$ cat src/rtl/core/bfi_ram.sv
module bfi_ram #(
  parameter int WIDTH = 64,
  parameter int DEPTH = 64,
  localparam int AW = (DEPTH > 1) ? $clog2(DEPTH) : 1
) (
  input  logic             clk,
  input  logic             we,
  input  logic [AW-1:0]    waddr,
  input  logic [WIDTH-1:0] wdata,
  input  logic [AW-1:0]    raddr,
  output logic [WIDTH-1:0] rdata
);

  logic [WIDTH-1:0] mem [DEPTH];

  // Write port and registered read port
  always_ff @(posedge clk) begin
    if (we) begin
      mem[waddr] <= wdata;
    end
    rdata <= mem[raddr];
  end

endmodule

$ cat config.mk
export PLATFORM = sky130hd
export DESIGN_NAME = bfi_ram
export DESIGN_NICKNAME = d
export VERILOG_FILES = /design/src/rtl/core/bfi_ram.sv
export SDC_FILE = /design/constraint.sdc
export NUM_CORES = 2
export LEC_CHECK = 0
export BUFFER_PORTS_ARGS = -buffer_cell sky130_fd_sc_hd__buf_4
export CAP_MARGIN = 20
export CELL_PAD_IN_SITES_DETAIL_PLACEMENT = 1
export CELL_PAD_IN_SITES_GLOBAL_PLACEMENT = 1
export CORE_MARGIN = 2
export CORE_UTILIZATION = 50
export DETAILED_ROUTE_END_ITERATION = 10
export MAX_ROUTING_LAYER = met4
export PLACE_DENSITY_LB_ADDON = 0.1
export RECOVER_POWER = 50
export SETUP_SLACK_MARGIN = 0.15
export SLEW_MARGIN = 15
export SYNTH_ARGS = -nofsm -noshare
export SYNTH_HDL_FRONTEND = slang
export SYNTH_SLANG_ARGS = --single-unit
$ cat constraint.sdc
create_clock -name clk -period 6.9 [get_ports clk]
set_input_delay 0.69 -clock clk [delete_from_list [all_inputs] [get_ports clk]]
set_output_delay 0.69 -clock clk [all_outputs]
set_load 0.02 [all_outputs]
==> impl_results.md <==
* Placed insts at between 10000 and 15000
* CTS Hold Bufs at 0
* Final worst-path cycle share at 55.08%
* Num rows at about 200
* Max cap viols at 67
* Hold Crit Class: in -> reg
* WL final at roughly 460 mm
* EDFF count, synth at around 4100
* Synth Flop Type: edfxtp_1
* Vias in the first global route at slightly below 80000
* Layout Area Growth over Synthesis at 13.31%
* Grt total ovfl at 0
* Largest fanout on the critical path at 26
* Commonest non-fill, non-tap cells in the layout: edfxtp_1 (4096), mux4_2 (1024), clkbuf_16 (432), buf_4 (248)
* Clk_skew at just under 0.05 ns
* I/O pins at ~140
* Pwr dens at 301.1 nW/um^2
* Max Fclk at between 200 and 300 MHz
* Die X at roughly 560 um
* Clock tree root driver cell: clkbuf_16
* Starting Density at 50.21%
* Data arrival, critical path at between 4 and 5 ns
* Final Hold Fails at 0
* H-Tree Depth at 5
* Post-CTS resize count at 0
* DP Wirelength at 250.3 mm
* Failing checks: max-capacitance violations, max-slew violations
* First-pass GRT wire length at 641.4 mm
* Gr usage total at 30.24%
* Final setup TNS at 0 ns
* Seq cells post-synth at between 4000 and 5000
* Critical path class: in -> reg
* Avg Inst Size Synth at around 24 um^2
* RSZ-0062 raised after global routing: false
* Worst-path clk slew at around 0.06 ns
* Most common cell after layout, fill and taps aside: edfxtp_1
* Critical Path RT at 7.47 ns
* Net switching fraction of the power at 21.57%
* Synth unique cells at 33
* Cts bufs inserted at about 430
* Drt wl/cell at between 30 and 40 um
* Antenna viol nets, final at 0
* Crit start category: primary input
* Ys Warns at 0
* Largest net degree at the start of global routing at 108
* Gpl congestion at just over 0.8
* Layout Cells excl Fill at around 12000
* Status: finished, violations left
* Share of layout cells above drive strength 1 at between 20% and 30%
* TritonCTS clock tree: yes
* P_leak at around 55 nW
* Internal power at around 42 mW
* Cells after synthesis at 6598
* Measured slew at the worst slew-check pin at 3.229 ns
* Minimum clock period at approximately 3.8 ns
* Synthesized cell area at about 160000 um^2
* Iter 0 DRT Violations at roughly 9400
* Chip Height at 563.2 um
* CP endpoint kind: flop
* Clock power frac at 42.5%
* Async set-reset flop share out of synthesis at 0%
* DRC at 0
* Worst vdd ir at 0.0002625 V
* DIE AREA at 317200 um^2
* CTS Sinks at ~4200
* TritonRoute pass-1 iters at 5
* Mapped Nets at 6676
* Final Setup Violations at 0
* Sequential share of power at ~53%
* Initial antenna violation count at 40
* Logic pwr share at approximately 4.7%
* Sequential area share after synthesis at between 70% and 80%
* R2R setup slack at approximately 5 ns
* Final Max Slew Viols at around 4200
* Via/cell ratio at 6.590
* Clock buffer depth at 4
* Post-synth top area share at about 80%
* Yosys top cell by area: edfxtp_1
* Post-CTS setup buffer count at 0
* P_sw at approximately 12 mW
* Clock latency on the worst-skew pair at a little under 1 ns
* Top cells by area, synth: edfxtp_1 (79%), mux4_2 (15%), mux2i_1 (0.86%)
* Max_slew headroom at -115.2%
* Core ar. at about 310000 um^2
* Vias at 76211
* I/O Buffers at 141
* Final net count at just over 7000
-- logic make-up after synthesis --
| kind of cell | Yosys count | share of synthesized area [%] |
|---|---|---|
| flops | 4160 | 79.49 |
| buf+inv | 389 | 1.180 |
| compound gates | 504 | 2.477 |
| mux | 1159 | 15.61 |
| simple gates | 386 | 1.240 |
-- cell type report --
type	count	area [um^2]
well taps	4140	5180
flip-flops and latches	4160	124300
clock buffers	560	11580
fillers	25532	134200
inverters	19	71.32
diodes	24	60.06
multi-input cells	2049	30720
repair buffers	368	3142
clock inverters	244	2120
-- synth_stat cells, drive strengths merged (58+ instances only) --
cell type / number
edfxtp: 4096
o22ai: 83
a22o: 88
clkbuf: 140
mux2i: 135
mux4: 1024
a22oi: 168
dfxtp: 64
and3: 64
nor2: 112
buf: 230
a211oi: 63
nand2: 58
-- critical path, stage by stage --
cell and delay [ns]:
clkbuf_1 0.40, nor2b_1 0.34, nand2_1 0.48, nor2_4 0.22, clkbuf_1 1.31, buf_4 0.84
-- path summary, 6_finish.rpt --
| check | from | endpoint | cells after the start |
|---|---|---|---|
| setup reg to reg | mem[63][61] | rdata[61] | 5 |
| hold / removal | raddr[5] | rdata[0] | 4 |
| hold reg to reg | mem[47][63] | rdata[63] | 4 |
| setup / recovery | we | mem[36][37] | 6 |
-- layer usage --
metal  global-route usage [%]  routed length, um  share of wire [%]  vias to the layer above
li1                         -                  -                  -                    29408
met1                    42.09             187500                 41                    42817
met2                    47.98             228600                 49                     3362
met3                    4.120              34220                7.4                      624
met4                    7.368              11760                2.5                        0
met5                        -                  0                  0                        -
-- through the flow --
stage | worst slack [ns] | total power [mW] | hold WS (ns) | utilization (%) | area, um^2
detailed placement | 2.796 | 31.20 | 0.8605 | 52.57 | 163700
global route | 3.030 | 54.68 | 0.4285 | 56.89 | 177100
floorplan | 0.7740 | 29.94 | 0.7878 | - | 156300
global placement | 2.840 | 31.14 | 0.8270 | 52.54 | 163600
CTS | 3.801 | 53.61 | 0.1849 | 56.97 | 177400
finish | 3.100 | 53.34 | 0.4490 | 56.89 | 177200
-- registers in the layout, summed over array words and instances, names as in the netlist --
signal and count:
mem 4096, rdata 64
-- power groups by stage --
stage	sequential (mW)	combinational (mW)	clock, mW
2_1_floorplan	28.6	1.30	0
3_3_place_gp	28.7	2.48	0
3_5_place_dp	28.7	2.53	0
4_1_cts	28.1	2.54	22.9
5_1_grt	28.2	2.63	23.9
6_report	28.2	2.49	22.7
Power figures use the tool's default switching activity.
