==> config.mk <==
export PLATFORM = sky130hd
export DESIGN_NAME = bfi_modr
export DESIGN_NICKNAME = d
export VERILOG_FILES = /design/src/rtl/core/bfi_pkg.sv /design/src/rtl/core/bfi_modr.sv
export SDC_FILE = /design/constraint.sdc
export NUM_CORES = 1
export LEC_CHECK = 0
export BUFFER_PORTS_ARGS = -buffer_cell sky130_fd_sc_hd__buf_4
export CAP_MARGIN = 30
export CORE_ASPECT_RATIO = 1.25
export CORE_MARGIN = 10
export CORE_UTILIZATION = 45
export DETAILED_ROUTE_END_ITERATION = 12
export GPL_TIMING_DRIVEN = 0
export SYNTH_ARGS = -nofsm -noshare
export SYNTH_HDL_FRONTEND = slang
export SYNTH_SLANG_ARGS = --single-unit
==> constraint.sdc <==
create_clock -name clk -period 21.9 [get_ports clk]
set_input_delay 3.285 -clock clk [delete_from_list [all_inputs] [get_ports clk]]
set_output_delay 3.285 -clock clk [all_outputs]
set_load 0.005 [all_outputs]
==> src/rtl/core/bfi_pkg.sv <==
package bfi_pkg;

  // Default sizing
  localparam int MAX_HASHES_DEF      = 16;
  localparam int BIT_STORE_DEPTH_DEF = 65536;

  // Field widths
  localparam int ACTION_W   = 2;
  localparam int ADDRESS_W  = 32;
  localparam int COEF_H_W   = 4;
  localparam int COEF_O_W   = 2;
  localparam int COEF_W     = 64;
  localparam int HASHES_W   = 5;
  localparam int TSIZE_W    = 17;
  localparam int CFG_ADDR_W = 3;
  localparam int CFG_DATA_W = 32;
  localparam int OCTET_W    = 8;
  localparam int WORD_BITS  = 64;

  localparam logic [OCTET_W-1:0] OCTET_MASK = 8'hFF;

  // Remainder digits retired per cycle by the modulo unit
  localparam int MOD_STEPS = 4;

  // Action codes
  localparam logic [ACTION_W-1:0] ACT_INSERT = 2'd0;
  localparam logic [ACTION_W-1:0] ACT_LOOKUP = 2'd1;
  localparam logic [ACTION_W-1:0] ACT_LOAD   = 2'd2;
  localparam logic [ACTION_W-1:0] ACT_NONE   = 2'd3;

  // Register indexes
  localparam logic REG_HASHES     = 1'b0;
  localparam logic REG_TABLE_SIZE = 1'b1;

  // Register reset values
  localparam logic [HASHES_W-1:0] HASHES_RST = 5'd14;
  localparam logic [TSIZE_W-1:0]  TSIZE_RST  = 17'd20011;

  // Modulo unit status
  typedef struct packed {
    logic busy;
    logic done;
  } bfi_mod_stat_t;

endpackage

==> src/rtl/core/bfi_modr.sv <==
module bfi_modr #(
  parameter int MW = 17
) (
  input  logic                       clk,
  input  logic                       rst_n,
  input  logic                       start,
  input  logic [bfi_pkg::COEF_W-1:0] dividend,
  input  logic [MW-1:0]              modulus,
  output logic [MW-1:0]              rem,
  output bfi_pkg::bfi_mod_stat_t     stat
);
  import bfi_pkg::*;

  localparam int ROUNDS = COEF_W / MOD_STEPS;
  localparam int CW = $clog2(ROUNDS + 1);

  logic [COEF_W-1:0] quo_r, quo_nxt;
  logic [MW-1:0]     rem_r, rem_nxt;
  logic [CW-1:0]     cnt_r, cnt_nxt;
  logic              busy_r, busy_nxt;
  logic              done_r, done_nxt;

  // Retire MOD_STEPS dividend bits per cycle, restoring style
  always_comb begin
    logic [MW:0] t;
    logic [MW-1:0] r;
    r = rem_r;
    for (int i = 0; i < MOD_STEPS; i++) begin
      t = {r, quo_r[COEF_W-1-i]};
      if (t >= {1'b0, modulus}) begin
        t = t - {1'b0, modulus};
      end
      r = t[MW-1:0];
    end
    quo_nxt  = quo_r << MOD_STEPS;
    rem_nxt  = r;
    cnt_nxt  = cnt_r - CW'(1);
    busy_nxt = busy_r;
    done_nxt = 1'b0;
    if (start) begin
      quo_nxt  = dividend;
      rem_nxt  = '0;
      cnt_nxt  = CW'(ROUNDS);
      busy_nxt = 1'b1;
    end else if (busy_r) begin
      if (cnt_r == CW'(1)) begin
        busy_nxt = 1'b0;
        done_nxt = 1'b1;
      end
    end else begin
      quo_nxt = quo_r;
      rem_nxt = rem_r;
      cnt_nxt = cnt_r;
    end
  end

  always_ff @(posedge clk) begin
    if (!rst_n) begin
      busy_r <= 1'b0;
      done_r <= 1'b0;
      cnt_r  <= '0;
    end else begin
      busy_r <= busy_nxt;
      done_r <= done_nxt;
      cnt_r  <= cnt_nxt;
    end
    quo_r <= quo_nxt;
    rem_r <= rem_nxt;
  end

  assign rem       = rem_r;
  assign stat.busy = busy_r;
  assign stat.done = done_r;

endmodule

==> impl_metrics.ini, run 1 <==
[outcome]
status = complete, no violations

[clocking]
hold_buffers = 0
cts.clk_slew.worst_paths_ns = 0.07
clk_latency_ns = 0.34
post-cts-setup-buffers = 0
cts_root_buf = clkbuf_16
htreeDepth = 3
cts_tree = yes
cts_resized = 0
cts_buffer_depth = 2
numCtsBuffers = 9
cts.sinks = 88

[global_routing]
grt_pass1_wl_mm = 35.9
antenna_found_initial = 0
globalRouteOverflowTotal = 0
grt.total_usage_pct = 19.9
grt_max_degree = 65
grt_pass1_vias = 6794

[sta]
setup_viol = 0
skew_ns = 0.00726
worstMarginPinSlew_ns = 0.869
max_slew_margin_pct = 41.9
finalMaxSlewViolations = 0
period_needed_ns = 15.70
rsz0062_at_grt = false
fin_setup_tns_ns = 0
maxClockFrequency_mhz = 63.7
hold_violations = 0
finalCritPeriodShare_pct = 71.7

[drt]
routedWlPerCell_um = 19.6
drc = 0
via_per_inst = 5.75
num_vias = 6702
ant_nets = 0
wirelength_mm = 22.8
drt_iter0_drc = 497
dr.pass1.iters = 5

[floorplanning]
start_util_pct = 45.8
die_width_um = 137
core_area_um2 = 16800
placementRows = 53
die_area_um2 = 22700
die_h_um = 166
ios = 103

[synth]
ys.warnings.count = 0
synth-seq-area-share_pct = 31.3
ys.flop_type = edfxtp_1
synthDistinctLibCells = 78
synth-edff-count = 64
synth-async-reset-ratio_pct = 0
synth-seq-cells = 88
avgSynthCellArea_um2 = 9.28
synthCells = 828
mappedNetlistArea_um2 = 7680
syn-num-nets = 986

[run]
maxCapViolCount = 0

[place]
portBuffers = 101
dpl.hpwl_mm = 18.7
dp.cells = 1149
gp_congestion = 0.949

[setup_path]
critPathArrivalTime_ns = 15.88
crit_path_end_kind = flop
cpMaxStageDelayCell = a2111oi_1
cp_common_cell = clkbuf_1
critPathKind = input pin to flop
crit_path_start_kind = input pin
slowest_delay_ns = 0.73
crit_family = compound AO/OA/AOI/OAI gates
worst-path-buf-inv = 8
crit_fanout = 10
cp.required_ns = 22.08

[final_layout]
antenna_cells = 0
multi_input_area_um2 = 4950
final_nets = 1098
nFillCells = 1581
fin_cells = 1165
regArea_um2 = 2400
drive_above_1_share_pct = 22.0
syn2layout_area_growth_pct = 17.4

[worst_hold_path]
holdCritPathClass = flop to flop
[final timing paths]
check	slack (ns)	endpoint	start	depth (start not counted)
setup reg to reg	8.90	rem[15]	quo_r[63]	43
setup / recovery	6.20	rem[15]	modulus[1]	42
hold / removal	0.50	cnt_r[1]	cnt_r[1]	2
hold reg to reg	0.50	cnt_r[1]	cnt_r[1]	2
[worst reg2reg max path, delay by kind of cell, from the launching register on]
family | cells | cell delay (ns)
buffers and inverters | 8 | 2.19
AO/OA/AOI/OAI | 24 | 7.21
flip-flops | 1 | 0.36
AND/OR/NAND/NOR | 6 | 1.47
adder cells (fa/ha/maj) | 5 | 1.60
[cells by family (layout without fill, tap and decap cells)]
group	count (synthesis)	count (layout)	synth area share, %
buf+inv	84	201	4.43
mux	78	78	11.2
flops	88	88	31.3
xor+xnor	49	49	5.59
compound gates	217	217	19.7
fa+ha+maj	74	74	12.4
simple gates	238	238	15.3
[sequential cells by signal, indices dropped and copies added, names as in the netlist]
| signal | flops |
|---|---|
| quo_r | 64 |
| busy_r | 1 |
| cnt_r | 5 |
| rem | 17 |
| done_r | 1 |
[cell usage after synthesis (6+ instances only)]
cell type  instances  area [µm²]
a31oi_1            7        43.8
and2_1             8        50.1
nor2b_1            6        37.5
inv_1             54         203
edfxtp_1          64        1920
o21ai_0           46         230
a21oi_1           50         250
a211oi_1          16         120
nand3_1           18        90.1
nor3_1            17        85.1
ha_1              70         876
o21bai_1           6        45.0
clkbuf_1          20        75.1
xor2_1            18         158
mux2i_1           13         130
a21boi_0           6        45.0
nor4_1             6        37.5
dfxtp_1           24         480
nand2b_1          13        81.3
a21o_1            15         113
nor2_1            67         251
nand2_1           62         233
o221ai_1          11        96.3
nand4_1           13        81.3
mux2_2            65         732
xnor2_1           31         272
[layout by cell type, fill, tap and decap left out, types with 9 or more instances in the layout]
cell type	count
nand2b_1	13
buf_4	104
clkbuf_1	21
nand2_1	61
nand3_1	18
xor2_1	18
edfxtp_1	64
dfxtp_1	24
inv_1	54
a21oi_1	50
clkbuf_16	9
xnor2_1	31
a21o_1	15
nand4_1	13
o221ai_1	11
mux2_2	65
a211oi_1	16
nor3_1	17
ha_1	70
o21ai_0	46
mux2i_1	13
nor2_1	67
[routing by layer]
layer	up-vias	track usage, %	part of all wire (%)
met5	-	0	0
met4	0	7.02	3.0
met3	32	4.12	5.8
met2	196	35.4	51
met1	3138	22.8	40
li1	3336	-	-
[area by class of cell]
cell class	instances	area share (%)
clock inverter	6	0.763
inverter	55	2.29
timing repair buffer	101	8.40
sequential	88	26.6
tap	220	3.05
clock buffer	10	2.54
multi-input combinational	656	54.8
buffer	29	1.48
[per-stage QoR]
stage          hold WS [ns]  cell area (µm²)  util [%]  setup WS (ns)
2_1_floorplan         0.469             7680         -           8.85
4_1_cts               0.498             9020      53.8           6.30
5_1_grt               0.542             9020      53.8           5.20
3_5_place_dp          0.490             8720      52.0           6.02
3_3_place_gp          0.485             8720      52.0           5.97
6_report              0.497             9020      53.8           6.20
Power of run 1 is not shown: default switching activity piles up to over one toggle a cycle in this logic, so the estimate is an artifact.
==> run 2: changes to the inputs <==
- PLACE_DENSITY: default -> 0.67
- clock period: 21.9 -> 13 ns (I/O delays scaled with it)
==> run 2 against run 1 <==
Cell count up 0.17%. Register-to-register slack worse by 7.1 ns. Worst hold slack better by 0.0014 ns. Flip-flop and latch count unchanged. Non-clock buffer count up 2. Sequential share of layout area down 0.34 points. Critical path type unchanged.
==> impl_metrics.ini, run 2 (synthesis results as in run 1) <==
[outcome]
status = complete, no violations

[setup_path]
worst-path-buf-inv = 8
cpMaxStageDelayCell = fa_1
critPathKind = input pin to flop
crit_family = compound AO/OA/AOI/OAI gates
crit_path_start_kind = input pin
cp.required_ns = 13.23
slowest_delay_ns = 0.53
crit_path_end_kind = flop
critPathArrivalTime_ns = 12.75
crit_fanout = 10

[clocking]
cts_tree = yes
hold_buffers = 0
cts.sinks = 88
numCtsBuffers = 9
htreeDepth = 3
cts_root_buf = clkbuf_16
cts.clk_slew.worst_paths_ns = 0.07
cts_buffer_depth = 2
clk_latency_ns = 0.35

[place]
pre_cts_ws_ns = -1.33
gp_congestion = 0.939
portBuffers = 101
dpl.hpwl_mm = 17.9
dp.cells = 1149

[floorplanning]
ios = 103
die_h_um = 166
start_util_pct = 45.8
die_area_um2 = 22700
placementRows = 53
die_width_um = 137
core_area_um2 = 16800

[global_routing]
grt_max_degree = 65
grt.total_usage_pct = 19.3
globalRouteOverflowTotal = 0
grt_pass1_vias = 6896
grt_pass1_wl_mm = 35.3
antenna_found_initial = 0

[final_layout]
largest_register = quo_r
drive_above_1_share_pct = 24.1
final_common_cell = buf_4
antenna_cells = 0
layout_common_cells = 106 x buf_4, 70 x ha_1, 67 x nor2_1
syn2layout_area_growth_pct = 18.9
nFillCells = 1553
largest_reg_flops = 64
fin_cells = 1167
final_nets = 1100

[drt]
drt_iter0_drc = 583
via_per_inst = 5.82
num_vias = 6787
wirelength_mm = 22.1
dr.pass1.iters = 5
ant_nets = 0
routedWlPerCell_um = 18.9
drc = 0

[sta]
skew_ns = 0.00886
finalCritPeriodShare_pct = 96.3
period_needed_ns = 12.52
max_slew_margin_pct = 44.6
setup_ws_ns = 0.484
maxClockFrequency_mhz = 79.9
finalMaxSlewViolations = 0
hold_violations = 0
worstMarginPinSlew_ns = 0.831
holdWs_ns = 0.498
setup_viol = 0

[run]
maxCapViolCount = 0

[worst_hold_path]
holdCritPathClass = flop to flop
-- run 2: final timing paths --
kind              start       end  slack (ns)  cells after the start
max          modulus[1]    rem[1]        0.48                     43
min            cnt_r[1]  cnt_r[1]        0.50                      2
max reg2reg   quo_r[63]    rem[1]        1.79                     44
min reg2reg    cnt_r[1]  cnt_r[1]        0.50                      2
-- run 2: final cells by class --
| type | count | area, µm² | share of cell area [%] |
|---|---|---|---|
| plain buffers | 29 | 145 | 1.59 |
| clock buffers | 10 | 229 | 2.51 |
| clock inverters | 6 | 56.3 | 0.616 |
| inverters | 55 | 206 | 2.26 |
| multi-input cells | 656 | 5050 | 55.3 |
| flip-flops and latches | 88 | 2400 | 26.3 |
| well taps | 220 | 275 | 3.01 |
| repair buffers | 103 | 773 | 8.46 |
-- run 2: what timing repair did --
item / CTS / global route
setup endpoints to repair: 17 / 17
pin swaps: 0 / 2
gates resized for setup: 10 / 22
buffers inserted: 0 / 2
-- run 2: metal layers --
layer / part of all wire [%] / global-route usage [%]
met5: 0 / 0
met3: 6.3 / 4.48
met1: 39 / 21.4
met4: 3.0 / 7.07
met2: 52 / 34.7
-- run 2: stage by stage --
stage / TNS, ns / util (%) / cell area (µm²)
6_report: 0 / 54.5 / 9140
5_1_grt: -0.134 / 54.5 / 9140
3_5_place_dp: -19.69 / 52.0 / 8720
3_3_place_gp: -19.19 / 52.0 / 8720
4_1_cts: 0 / 54.0 / 9050
2_1_floorplan: 0 / - / 7680
-- run 2: worst register-to-register path: cells and delay by family (launching register included) --
kind	cells	cell delay [ns]
mux	1	0.24
fa+ha+maj	5	1.59
compound gates	23	6.23
flops	1	0.37
simple gates	7	1.14
buf+inv	8	1.53
Power of run 2 is left out for the same reason.
==> run 3: changes to the inputs <==
- CELL_PAD_IN_SITES_DETAIL_PLACEMENT: default -> 0
- CELL_PAD_IN_SITES_GLOBAL_PLACEMENT: default -> 1
- CORE_UTILIZATION: 45 -> 41
- PLACE_DENSITY: 0.67 -> default
- PLACE_DENSITY_LB_ADDON: default -> 0.1
==> run 3 against run 2 <==
Clock skew down 0.00097 ns. First-iteration DRC count down 36%. Sequential share of layout area down 0.19 points. Global-route usage up 0.52 points. Worst setup slack better by 0.11 ns. Critical path depth up 1. Via count up 0.81%. Critical endpoint unchanged. Largest cell class unchanged.
==> impl_metrics.ini, run 3 (synthesis results as in run 1) <==
[setup_path]
crit_family = compound AO/OA/AOI/OAI gates
worst-path-buf-inv = 9
rrSetupSlack_ns = 1.91
ff2ff_path_depth = 45
rr_endpoint = rem[1]
critPathKind = input pin to flop
cp.required_ns = 13.24
critPathArrivalTime_ns = 12.64
crit_path_start_kind = input pin
crit_fanout = 10
cpMaxStageDelayCell = fa_1
slowest_delay_ns = 0.55
crit_path_end_kind = flop
timing.rr.start = quo_r[63]

[clocking]
cts.clk_slew.worst_paths_ns = 0.07
clk_latency_ns = 0.35
cts_root_buf = clkbuf_16
htreeDepth = 3
hold_buffers = 0
numCtsBuffers = 9
cts_buffer_depth = 2
cts_tree = yes
cts.sinks = 88

[sta]
period_needed_ns = 12.40
worstMarginPinSlew_ns = 0.933
finalCritPeriodShare_pct = 95.4
max_slew_margin_pct = 37.3
rsz0062_at_grt = false
skew_ns = 0.00789
finalMaxSlewViolations = 0
hold_violations = 0
maxClockFrequency_mhz = 80.6
holdWs_ns = 0.508
setup_viol = 0

[place]
dp.cells = 1157
dpl.hpwl_mm = 20.1
portBuffers = 101
gp_congestion = 0.977

[global_routing]
grt_pass1_vias = 7030
globalRouteOverflowTotal = 0
grt_pass1_wl_mm = 38.8
grt.total_usage_pct = 19.8
grt_max_degree = 65
antenna_found_initial = 0

[outcome]
status = complete, no violations

[drt]
via_per_inst = 5.82
drc = 0
dr.pass1.iters = 5
num_vias = 6842
routedWlPerCell_um = 20.9
wirelength_mm = 24.5
drt_iter0_drc = 375
ant_nets = 0

[floorplanning]
die_h_um = 173
die_width_um = 142
placementRows = 55
core_area_um2 = 18200
ios = 103
start_util_pct = 42.1
die_area_um2 = 24600

[final_layout]
antenna_cells = 0
finish.utilization_pct = 50.5
drive_above_1_share_pct = 25.1
final_common_cell = buf_4
fin_cells = 1176
final_nets = 1101
syn2layout_area_growth_pct = 19.8
layout_common_cells = 107 x buf_4, 70 x ha_1, 67 x nor2_1
largest_register = quo_r
largest_reg_flops = 64

[run]
maxCapViolCount = 0

[worst_hold_path]
min_path_cells = 2
min_from = cnt_r[1]
holdCritPathClass = flop to flop
whs_endpoint = cnt_r[1]
run 3: layer usage:
| metal | vias to the layer above | global-route usage, % | share of wire (%) |
|---|---|---|---|
| li1 | 3331 | - | - |
| met1 | 3275 | 22.5 | 40 |
| met3 | 39 | 4.82 | 5.7 |
| met5 | - | 0 | 0 |
| met2 | 197 | 34.8 | 51 |
| met4 | 0 | 7.35 | 3.1 |
run 3: layout make-up:
type / count / area [µm²]
inverter: 55 / 206
multi-input combinational: 656 / 5080
clock inverter: 7 / 72.6
sequential: 88 / 2400
fill: 1755 / 9030
buffer: 29 / 145
tap: 228 / 285
clock buffer: 9 / 225
timing repair buffer: 104 / 781
run 3: how the worst max path moves through the flow:
| stage | from | endpoint | slack [ns] | cells past startpoint |
|---|---|---|---|---|
| final | modulus[1] | rem[1] | 0.60 | 44 |
| after CTS | modulus[1] | rem[15] | 0.08 | 43 |
| after detailed placement | modulus[1] | rem[15] | -1.79 | 42 |
| after global placement | modulus[1] | rem[15] | -1.71 | 42 |
| after global routing | modulus[1] | rem[1] | 0.06 | 45 |
| after floorplan | modulus[0] | rem[15] | 1.28 | 42 |
run 3: stage by stage:
step | setup TNS, ns | setup slack (ns) | cell area (µm²)
CTS | 0 | 0.0780 | 9100
floorplan | 0 | 1.28 | 7680
detailed placement | -26.02 | -1.79 | 8730
finish | 0 | 0.598 | 9200
global route | 0 | 0.0610 | 9200
global placement | -24.42 | -1.71 | 8730
run 3: repair_timing:
action | CTS | global route
gates resized for setup | 15 | 27
endpoints found under the setup margin | 17 | 17
pin swaps | 2 | 2
buffers inserted | 1 | 2
run 3: worst register-to-register path: cells and delay by family, from the launching register on:
family          cells  cell delay, ns
simple gates        8            1.70
buf+inv             9            1.67
flops               1            0.36
compound gates     22            5.25
mux                 1            0.31
fa+ha+maj           5            1.69
Power of run 3 is left out for the same reason.
